`config.mk`:
```
export PLATFORM = sky130hd
export DESIGN_NAME = pcm_ulaw_sample_decoder_unit
export DESIGN_NICKNAME = d
export VERILOG_FILES = /design/src/hw/rtl/pcmdec_pkg.sv /design/src/hw/rtl/pcmdec_byte_decode.sv /design/src/hw/rtl/pcmdec_sample_tagger.sv /design/src/hw/rtl/pcm_ulaw_sample_decoder_unit.sv
export SDC_FILE = /design/constraint.sdc
export NUM_CORES = 1
export LEC_CHECK = 0
export BUFFER_PORTS_ARGS = -buffer_cell sky130_fd_sc_hd__buf_2
export CAP_MARGIN = 20
export CORE_MARGIN = 2
export CORE_UTILIZATION = 40
export DETAILED_ROUTE_END_ITERATION = 10
export GPL_TIMING_DRIVEN = 0
export HOLD_SLACK_MARGIN = 0.03
export SLEW_MARGIN = 20
export SYNTH_ARGS = -nofsm -noshare
export SYNTH_HDL_FRONTEND = slang
export SYNTH_SLANG_ARGS = --single-unit
```
`constraint.sdc`:
```
create_clock -name clock -period 2.7 [get_ports clock]
set_clock_uncertainty 0.1 [all_clocks]
set_input_delay 0.81 -clock clock [delete_from_list [all_inputs] [get_ports clock]]
set_output_delay 0.81 -clock clock [all_outputs]
set_load 0.05 [all_outputs]
```
`src/hw/rtl/pcmdec_pkg.sv`:
```
// Shared types, register indexes and the mu-law expansion for the PCM sample decoder.
// Used by every decoder module but pcmdec_checker; depends on nothing else.
`default_nettype none

package pcmdec_pkg;

   localparam int BLOCK_SAMPLES_DEFAULT = 128;
   localparam int MAX_CHANNELS_DEFAULT  = 8;

   localparam int CSR_INDEX_W = 1;
   localparam int CSR_DATA_W  = 4;

   localparam logic [CSR_INDEX_W-1:0] CSR_SAMPLE_FORMAT = 1'b0;
   localparam logic [CSR_INDEX_W-1:0] CSR_CHANNEL_COUNT = 1'b1;

   localparam logic [3:0] CHANNEL_COUNT_RESET = 4'd1;

   typedef enum logic [2:0] {
      FMT_U8    = 3'd0,
      FMT_S8    = 3'd1,
      FMT_ULAW  = 3'd2,
      FMT_S16LE = 3'd3,
      FMT_S16BE = 3'd4
   } fmt_type;

   typedef struct packed {
      logic        produce;
      logic [15:0] sample;
   } decode_type;

   typedef struct packed {
      logic [2:0] channel_index;
      logic [6:0] frame_index;
      logic       block_end;
   } tag_type;

   // Standard G.711 mu-law expansion; the magnitude peaks at 32124.
   function automatic logic [15:0] ulaw_expand(input logic [7:0] code);
      logic [7:0]  u;
      logic [15:0] mag;
      u   = ~code;
      mag = ((16'({u[3:0], 3'b000}) + 16'd132) << u[6:4]) - 16'd132;
      return u[7] ? (~mag + 16'd1) : mag;
   endfunction

endpackage

`default_nettype wire

```
`src/hw/rtl/pcmdec_byte_decode.sv`:
```
// Byte-to-sample conversion for the five sample formats, with the held first byte
// of a 16-bit sample. Depends on pcmdec_pkg.
`default_nettype none

module pcmdec_byte_decode (
   input  wire logic                 clock,
   input  wire logic                 reset,
   input  wire logic                 advance,
   input  wire logic [7:0]           data_byte,
   input  wire pcmdec_pkg::fmt_type  sample_format,
   output pcmdec_pkg::decode_type    decode
);

   logic [7:0] held_byte_ff, held_byte_in;
   logic       phase_ff, phase_in;

   always_comb begin
      held_byte_in   = held_byte_ff;
      phase_in       = 1'b0;
      decode.produce = 1'b1;
      decode.sample  = {~data_byte[7], data_byte[6:0], 8'h00};
      unique case (sample_format)
         pcmdec_pkg::FMT_S8: begin
            decode.sample = {data_byte, 8'h00};
         end
         pcmdec_pkg::FMT_ULAW: begin
            decode.sample = pcmdec_pkg::ulaw_expand(data_byte);
         end
         pcmdec_pkg::FMT_S16LE, pcmdec_pkg::FMT_S16BE: begin
            if (!phase_ff) begin
               held_byte_in   = data_byte;
               phase_in       = 1'b1;
               decode.produce = 1'b0;
            end else if (sample_format == pcmdec_pkg::FMT_S16LE) begin
               decode.sample = {data_byte, held_byte_ff};
            end else begin
               decode.sample = {held_byte_ff, data_byte};
            end
         end
         default: begin
            decode.sample = {~data_byte[7], data_byte[6:0], 8'h00};
         end
      endcase
   end

   always_ff @(posedge clock) begin
      if (reset) begin
         phase_ff     <= 1'b0;
         held_byte_ff <= 8'h00;
      end else if (advance) begin
         phase_ff     <= phase_in;
         held_byte_ff <= held_byte_in;
      end
   end

endmodule

`default_nettype wire

```
`src/hw/rtl/pcmdec_sample_tagger.sv`:
```
// Channel and frame counters that tag each sample and flag the end of a block.
// Depends on pcmdec_pkg.
`default_nettype none

module pcmdec_sample_tagger #(
   parameter int BLOCK_SAMPLES = pcmdec_pkg::BLOCK_SAMPLES_DEFAULT,
   parameter int MAX_CHANNELS  = pcmdec_pkg::MAX_CHANNELS_DEFAULT
) (
   input  wire logic              clock,
   input  wire logic              reset,
   input  wire logic              advance,
   input  wire logic [3:0]        channel_count,
   output pcmdec_pkg::tag_type    tag
);

   localparam int CH_W  = (MAX_CHANNELS > 1) ? $clog2(MAX_CHANNELS) : 1;
   localparam int FR_W  = (BLOCK_SAMPLES > 1) ? $clog2(BLOCK_SAMPLES) : 1;
   localparam int CMP_W = (CH_W + 1 > 5) ? CH_W + 1 : 5;
   localparam int CHX_W = (CH_W > 3) ? CH_W : 3;
   localparam int FRX_W = (FR_W > 7) ? FR_W : 7;

   logic [CH_W-1:0]  chan_ff, chan_in;
   logic [FR_W-1:0]  frame_ff, frame_in;
   logic [CMP_W-1:0] chans_eff;
   logic             last_chan, last_frame;
   logic [CHX_W-1:0] chan_ext;
   logic [FRX_W-1:0] frame_ext;

   always_comb begin
      if (channel_count == 4'd0) begin
         chans_eff = CMP_W'(1);
      end else if (CMP_W'(channel_count) > CMP_W'(MAX_CHANNELS)) begin
         chans_eff = CMP_W'(MAX_CHANNELS);
      end else begin
         chans_eff = CMP_W'(channel_count);
      end
      last_chan  = (CMP_W'(chan_ff) + CMP_W'(1)) >= chans_eff;
      last_frame = (frame_ff == FR_W'(BLOCK_SAMPLES - 1));

      chan_in  = chan_ff + CH_W'(1);
      frame_in = frame_ff;
      if (last_chan) begin
         chan_in  = '0;
         frame_in = last_frame ? '0 : frame_ff + FR_W'(1);
      end

      chan_ext          = CHX_W'(chan_ff);
      frame_ext         = FRX_W'(frame_ff);
      tag.channel_index = chan_ext[2:0];
      tag.frame_index   = frame_ext[6:0];
      tag.block_end     = last_chan && last_frame;
   end

   always_ff @(posedge clock) begin
      if (reset) begin
         chan_ff  <= '0;
         frame_ff <= '0;
      end else if (advance) begin
         chan_ff  <= chan_in;
         frame_ff <= frame_in;
      end
   end

endmodule

`default_nettype wire

```
`src/hw/rtl/pcm_ulaw_sample_decoder_unit.sv`:
```
// Top level of the PCM and mu-law sample decoder: input register, configuration
// registers and result register. Depends on pcmdec_pkg, pcmdec_byte_decode and
// pcmdec_sample_tagger.
//
// Usage: raw sample bytes arrive on the req_ channel, one per transfer, and decoded
// signed 16-bit samples leave on the rsp_ channel with their channel number, frame
// index within the block and a flag on the last sample of a block. The csr_ port
// selects the format (register 0) and the channel count (register 1); write it only
// while no byte is in flight.
// The input stage registers each byte on transfer; the result register takes the
// sample a byte completes when the input stage moves on. An 8-bit format gives one
// sample per byte; a 16-bit one per two bytes, the first byte producing nothing.
// Throughput: one byte per cycle while no result is held, set by the single input
// stage and single result register, both of which refill in the cycle they empty.
// Reset clears the format to unsigned 8-bit, the channel count to one, the counters,
// the byte phase and both stages. While rsp_stall is high the result holds; a byte
// that yields no sample still moves on, and once the input stage is blocked behind a
// held result, req_stall rises.
`default_nettype none

module pcm_ulaw_sample_decoder_unit #(
   parameter int BLOCK_SAMPLES = pcmdec_pkg::BLOCK_SAMPLES_DEFAULT,
   parameter int MAX_CHANNELS  = pcmdec_pkg::MAX_CHANNELS_DEFAULT
) (
   input  wire logic                               clock,
   input  wire logic                               reset,
   input  wire logic                               csr_write_enable,
   input  wire logic [pcmdec_pkg::CSR_INDEX_W-1:0] csr_index,
   input  wire logic [pcmdec_pkg::CSR_DATA_W-1:0]  csr_data,
   input  wire logic                               req_valid,
   output logic                                    req_stall,
   input  wire logic [7:0]                         req_data_byte,
   output logic                                    rsp_valid,
   input  wire logic                               rsp_stall,
   output logic signed [15:0]                      rsp_sample,
   output logic [2:0]                              rsp_channel_index,
   output logic [6:0]                              rsp_frame_index,
   output logic                                    rsp_block_end
);

   pcmdec_pkg::fmt_type    sample_format_ff;
   logic [3:0]             channel_count_ff;
   logic                   s1_valid_ff, s1_valid_in;
   logic [7:0]             s1_byte_ff;
   logic                   s1_go;
   logic                   rsp_valid_ff, rsp_valid_in;
   logic signed [15:0]     rsp_sample_ff;
   logic [2:0]             rsp_channel_ff;
   logic [6:0]             rsp_frame_ff;
   logic                   rsp_block_end_ff;
   pcmdec_pkg::decode_type dec;
   pcmdec_pkg::tag_type    tag;

   pcmdec_byte_decode u_decode (
      .clock         (clock),
      .reset         (reset),
      .advance       (s1_go),
      .data_byte     (s1_byte_ff),
      .sample_format (sample_format_ff),
      .decode        (dec)
   );

   pcmdec_sample_tagger #(
      .BLOCK_SAMPLES (BLOCK_SAMPLES),
      .MAX_CHANNELS  (MAX_CHANNELS)
   ) u_tagger (
      .clock         (clock),
      .reset         (reset),
      .advance       (s1_go && dec.produce),
      .channel_count (channel_count_ff),
      .tag           (tag)
   );

   always_comb begin
      s1_go     = s1_valid_ff && (!dec.produce || !rsp_valid_ff || !rsp_stall);
      req_stall = s1_valid_ff && !s1_go;

      s1_valid_in = s1_valid_ff;
      if (req_valid && !req_stall) begin
         s1_valid_in = 1'b1;
      end else if (s1_go) begin
         s1_valid_in = 1'b0;
      end

      rsp_valid_in = rsp_valid_ff;
      if (s1_go && dec.produce) begin
         rsp_valid_in = 1'b1;
      end else if (rsp_valid_ff && !rsp_stall) begin
         rsp_valid_in = 1'b0;
      end
   end

   always_ff @(posedge clock) begin
      if (reset) begin
         sample_format_ff <= pcmdec_pkg::FMT_U8;
         channel_count_ff <= pcmdec_pkg::CHANNEL_COUNT_RESET;
         s1_valid_ff      <= 1'b0;
         rsp_valid_ff     <= 1'b0;
      end else begin
         if (csr_write_enable && csr_index == pcmdec_pkg::CSR_SAMPLE_FORMAT) begin
            sample_format_ff <= pcmdec_pkg::fmt_type'(csr_data[2:0]);
         end
         if (csr_write_enable && csr_index == pcmdec_pkg::CSR_CHANNEL_COUNT) begin
            channel_count_ff <= csr_data[3:0];
         end
         s1_valid_ff  <= s1_valid_in;
         rsp_valid_ff <= rsp_valid_in;
      end
   end

   always_ff @(posedge clock) begin
      if (req_valid && !req_stall) begin
         s1_byte_ff <= req_data_byte;
      end
      if (s1_go && dec.produce) begin
         rsp_sample_ff    <= $signed(dec.sample);
         rsp_channel_ff   <= tag.channel_index;
         rsp_frame_ff     <= tag.frame_index;
         rsp_block_end_ff <= tag.block_end;
      end
   end

   assign rsp_valid         = rsp_valid_ff;
   assign rsp_sample        = rsp_sample_ff;
   assign rsp_channel_index = rsp_channel_ff;
   assign rsp_frame_index   = rsp_frame_ff;
   assign rsp_block_end     = rsp_block_end_ff;

endmodule

`default_nettype wire

```
; ---- Yosys cells after proc, flatten, opt, wreduce, memory -nomap -nowiden
; Index checks and enable logic that the tools add are counted.
[classes]
n_bitwise = 5
n_eq_ne = 5
shifts = 1
div = 0
add_sub_neg = 6
n_mul = 0
reduce_logical = 21
order_cmp = 2
n_mux = 16
[ops]
columns = cell, n
row1 = two-way mux 16 bit, 3
row2 = one-hot mux 16 bit (3 select lines), 1
row3 = "adder 16 x 1 -> 16 bit, second input constant", 1
row4 = inverter 16 bit, 1
row5 = left shift 16 x 3 -> 16 bit, 1
row6 = "subtractor 16 x 8 -> 16 bit, second input constant", 1
row7 = "adder 7 x 8 -> 9 bit, second input constant", 1
row8 = logical AND 1 bit, 8
row9 = two-way mux 1 bit, 8
row10 = inverter 8 bit, 1
row11 = "adder 7 x 1 -> 7 bit, second input constant", 1
row12 = "== test 7 bit, second input constant", 1
row13 = two-way mux 7 bit, 1
row14 = "== test 3 x 2 -> 1 bit, second input constant", 2
row15 = greater-or-equal comparator 5 bit, 1
row16 = logical NOT 1 bit, 5
row17 = two-way mux 5 bit, 1
row18 = "adder 3 x 1 -> 4 bit, second input constant", 1
row19 = "> comparator 4 bit, second input constant", 1
row20 = logical NOT 4 bit, 1
row21 = two-way mux 4 bit, 1
row22 = nonzero test 2 bit, 2
row23 = "adder 3 x 1 -> 3 bit, second input constant", 1
row24 = "== test 3 x 1 -> 1 bit, second input constant", 1
row25 = other kinds (7), 10
[totals]
romBits = 0
out_inout_bits = 29
latchBits = 0
elab_cells = 69
in_bits = 18
memories = 0
reg_bits = 63
mem_bits_rw = 0

; ---- Longest topological paths before layout
[logic_depth]
depth_word = 12
mapped_depth = 11

; ---- Cells and area by module
; From an unflattened synthesis, not the netlist that was laid out.
[unflattened]
cells_unflattened = 383
hier_area_um2 = 3877.5
[modules_own_cells]
columns = mod, cells_each, seq_area_each_um2, instances, area_per_inst_um2
row1 = pcmdec_byte_decode, 231, 180.2, 1, 1784.2
row2 = pcm_ulaw_sample_decoder_unit, 73, 1231.2, 1, 1396.3
row3 = pcmdec_sample_tagger, 79, 200.2, 1, 696.9

; ---- Worst setup path before layout
; Ideal clock, no wire load.
[synth_timing]
path_kind = flip-flop to output port
from = register sample_format_ff[2]
to = output req_stall
required_ps = 1790
stages_incl_launch_ff = 6
n_path_buf = 1
arrival_ps = 2202
setup_slack_ps = -412
cell_sequence = dfxtp_1 -> and3b_1 -> clkbuf_1 -> nor2_1 -> nor2_1 -> nor3b_1
[synth_via]
elab_chain_len = 9
word_cells_on_any_way = 10
cone_classes = 2 x eq/ne / 1 x mux / 7 x reduce/logical
[synth_rtl]
columns = element, line_no
row1 = from (decl), pcm_ulaw_sample_decoder_unit.sv:41  ; pcmdec_pkg::fmt_type sample_format_ff;
row2 = from (signal assigned), pcm_ulaw_sample_decoder_unit.sv:95  ; sample_format_ff <= pcmdec_pkg::FMT_U8;
row3 = from (signal assigned), pcm_ulaw_sample_decoder_unit.sv:101  ; sample_format_ff <= pcmdec_pkg::fmt_type'(csr_data[2:0]);
row4 = == test 3 bit or == test 3 x 2 -> 1 bit (tied branches), pcmdec_byte_decode.sv:22  ; unique case (sample_format)
row5 = OR reduction 2 bit (*), pcmdec_byte_decode.sv:22
row6 = two-way mux 1 bit (*), pcmdec_byte_decode.sv:22
row7 = logical NOT 1 bit (*), pcm_ulaw_sample_decoder_unit.sv:75  ; s1_go = s1_valid_ff && (!dec.produce || !rsp_valid_ff || !rsp_stall);
row8 = logical OR 1 bit (*) (2 in series), pcm_ulaw_sample_decoder_unit.sv:75
row9 = logical AND 1 bit (*), pcm_ulaw_sample_decoder_unit.sv:75
row10 = logical NOT 1 bit (*), pcm_ulaw_sample_decoder_unit.sv:76  ; req_stall = s1_valid_ff && !s1_go;
row11 = logical AND 1 bit (*), pcm_ulaw_sample_decoder_unit.sv:76
row12 = to (decl), pcm_ulaw_sample_decoder_unit.sv:31  ; output logic req_stall,
; Mark *: on every way between the ends. The rest lies on a longest branch, timed or not.

==> impl_metrics.yaml <==
floorplan:
  coreArea_mm2: 0.008678
  initial_core_util_pct: 41.16
  die_w_um: 98.50
  overall_die_height_um: 98.50
  die_area_mm2: 0.009702
  boundaryPins: 47
  core.rowCount: 34
logic_synthesis:
  synth_most_common_cell: "nand2_1"
  synth_largest_area_cell: "edfxtp_1"
  ys_async_sr_fraction_pct: 0
  number_of_synthesized_flops_with_an_enable_pin: 35
  synth_top_area_share_pct: 29.42
  synth-seq-area-share_pct: 45.11
  mappedNetlistArea_mm2: 0.003572
  yosys_warnings: 0
  synth_cell_types: 62
  postSynthRegisterBits: 63
  synth.net_count: 406
  yosys_most_used_dff: "edfxtp_1"
  yosys-top-cells-area: "edfxtp_1, dfxtp_1, nand2_1, a21oi_1, nor2_1"
  synthesis.instances: 380
  ys_top_cells_by_count: "nand2_1, edfxtp_1, nor2_1, a21oi_1, dfxtp_1"
  synth_area_per_cell_um2: 9.400
sta:
  timing.final.ws_setup_ps: -158.9
  timing_hold_violations_final: 0
  setup_tns_ps: -408.4
  period_needed_ps: 2859
  slew-limit-headroom_pct: 49.18
  fmax_mhz: 349.8
  setup_viol: 7
  grt_setup_unrepaired: "true"
  final_count_of_pins_violating_max_slew: 0
  min_period_over_period_pct: 105.9
  worst_pin_slew_ps: 754.3
setup_path:
  worstSetupStartpointType: "flop"
  crit_type: "reg -> reg"
  cp_data_arrival_time_ps: 2830
  timing.rr.start: "s1_byte_ff[5]"
  startpoint: "s1_byte_ff[5]"
  cp-end-kind: "flop"
  cp_data_required_time_ps: 2680
  reg2reg_slack_ps: -160
  critical_path.max_fanout: 4
min_path:
  holdCritStartpoint: "u_tagger.frame_ext[2]"
  kind_of_path_behind_the_tightest_hold_check: "reg -> reg"
final_layout:
  final_net_count: 483
  drive_above_1_share_pct: 28.79
  antenna_cells_inserted: 0
  syn_to_final_growth_pct: 25.85
power:
  powerDensity_mw_per_mm2: 516.9
  p_leak_nw: 1.736
  power.total_mw: 2.324
  power.ir.vdd_worst_v: 0.0003843
global_route:
  vias_in_the_first_global_route: 2895
  overflow: 0
  grt_start_max_net_pins: 17
  number_of_antenna_violations_at_the_first_check_in_global_routing: 0
  grt_first_pass_wirelength_um: 14280
  grt_util_all_layers_pct: 18.33
clocking:
  htree_num_levels: 3
  ctsRootBufferMaster: "clkbuf_8"
  clk_path_buf_depth: 2
  cts_hold_buf: 0
  clkSinkCount: 63
  numCtsBuffers: 9
  clkLatencyLatePin_ps: 350
  tritoncts: "built"
  clk_transition_reported_paths_ps: 70
routing:
  route.detailed.wl_per_inst_um: 15.01
  routed-via-count: 3164
  drt_drc_violations_left: 0
  1st_iter_drt_viols: 284
  post_route_ant_nets: 0
  wirelength_um: 8556
  routed_via_density: 5.551
  drt-pass1-iter-count: 5
placed_design:
  post_place_setup_slack_ps: -377.0
  dp_hpwl_um: 6152
  port_buffers: 46
  finalWeightedCongestion: 0.9279
flow_run:
  cap_viol_max_count: 0
outcome:
  failed_checks: "setup timing"
  outcome: "finished with violations"
sequential cells by signal (all words and copies together), names as in the netlist, 3 cells and up:
register and cells:
channel_count_ff 4, u_tagger.chan_ext 3, s1_byte_ff 8, u_tagger.frame_ext 7, u_decode.held_byte_ff 8, rsp_channel_index 3
sample_format_ff 3, rsp_sample 16, rsp_frame_index 7
worst paths after layout:
kind | end | cells after the start
setup / recovery | rsp_sample[12] | 11
hold / removal | rsp_frame_index[2] | 0
setup reg to reg | rsp_sample[12] | 11
hold reg to reg | rsp_frame_index[2] | 0
report_power, final:
| group | internal (mW) | switching (mW) | total, mW |
|---|---|---|---|
| registers | 1.06 | 0.0198 | 1.08 |
| clock network | 0.333 | 0.379 | 0.711 |
| logic | 0.200 | 0.333 | 0.533 |
cell families (layout without fill, tap and decap cells):
kind of cell | after synthesis | after routing | share of synthesized area, %
xor gates and xnor gates | 19 | 19 | 4.659
and+or+nand+nor | 143 | 143 | 19.65
AOI/OAI and AO/OA | 104 | 104 | 20.42
muxes | 9 | 9 | 2.697
adders and majority gates | 8 | 8 | 2.802
buffers and inverters | 34 | 116 | 4.658
DFF | 63 | 63 | 45.11
worst max-delay path, cell delays in order (launching register included):
cell	delay, ps
edfxtp_1	390
buf_6	140
buf_8	110
nand2_4	50
a21o_1	160
ha_4	170
o211ai_1	130
nand4b_1	270
a211o_1	290
a211o_1	310
a222oi_1	310
o41ai_1	150
cells in the final DEF (no fill, tap or decap), types with 3 or more instances in the layout:
cell	netlist	routed
nor2_1	33	32
o21ai_0	17	16
nand2b_1	6	6
xnor2_2	0	3
buf_6	2	7
edfxtp_1	35	35
clkinv_2	0	3
xnor2_1	10	7
inv_1	8	7
nand3_1	8	7
nor3_1	4	4
a22o_1	7	7
a21o_1	8	8
nand4_1	3	3
o211ai_1	3	3
a22oi_1	3	3
buf_8	0	3
clkbuf_8	0	9
a211o_1	4	4
xor2_1	9	8
buf_4	4	19
and3_1	7	7
clkinvlp_4	0	4
nor2b_1	12	11
dfxtp_1	28	27
clkbuf_1	11	9
a21oi_1	31	29
and2_1	4	4
mux2i_1	6	5
ha_1	8	7
buf_2	7	49
nand2_1	51	50
through the flow:
stage	util, %	instance area (um^2)	hold WS [ps]	instances
2_1_floorplan	-	3601	321.9	380
3_3_place_gp	45.70	3966	333.8	534
3_5_place_dp	45.70	3966	343.4	534
4_1_cts	50.69	4399	359.2	568
5_1_grt	51.80	4496	390.9	570
6_report	51.80	4496	360.4	570
timing repair:
action,4_1_cts,5_1_grt
setup buffers,20,4
pin swaps,10,12
setup endpoints to repair,41,15
resized for setup,26,20
gates cloned,1,0
cell type report:
cell class              count  area, um^2
flip-flops and latches     63        1613
well taps                 108       135.1
plain buffers              23       163.9
fillers                   805        4183
multi-input cells         283        1964
repair inverters            1       7.507
inverters                  10       45.04
clock buffers               9       123.9
repair buffers             66       394.1
clock inverters             7       48.80
per-layer routing:
metal	track usage (%)	wire length, um	vias up	share of wire [%]
met4	6.639	131	0	1.5
met1	25.96	4071	1470	48
met2	27.26	3696	136	43
met5	0	0	-	0
met3	4.610	657	12	7.7
li1	-	-	1546	-
(Power assumes the default switching activity.)
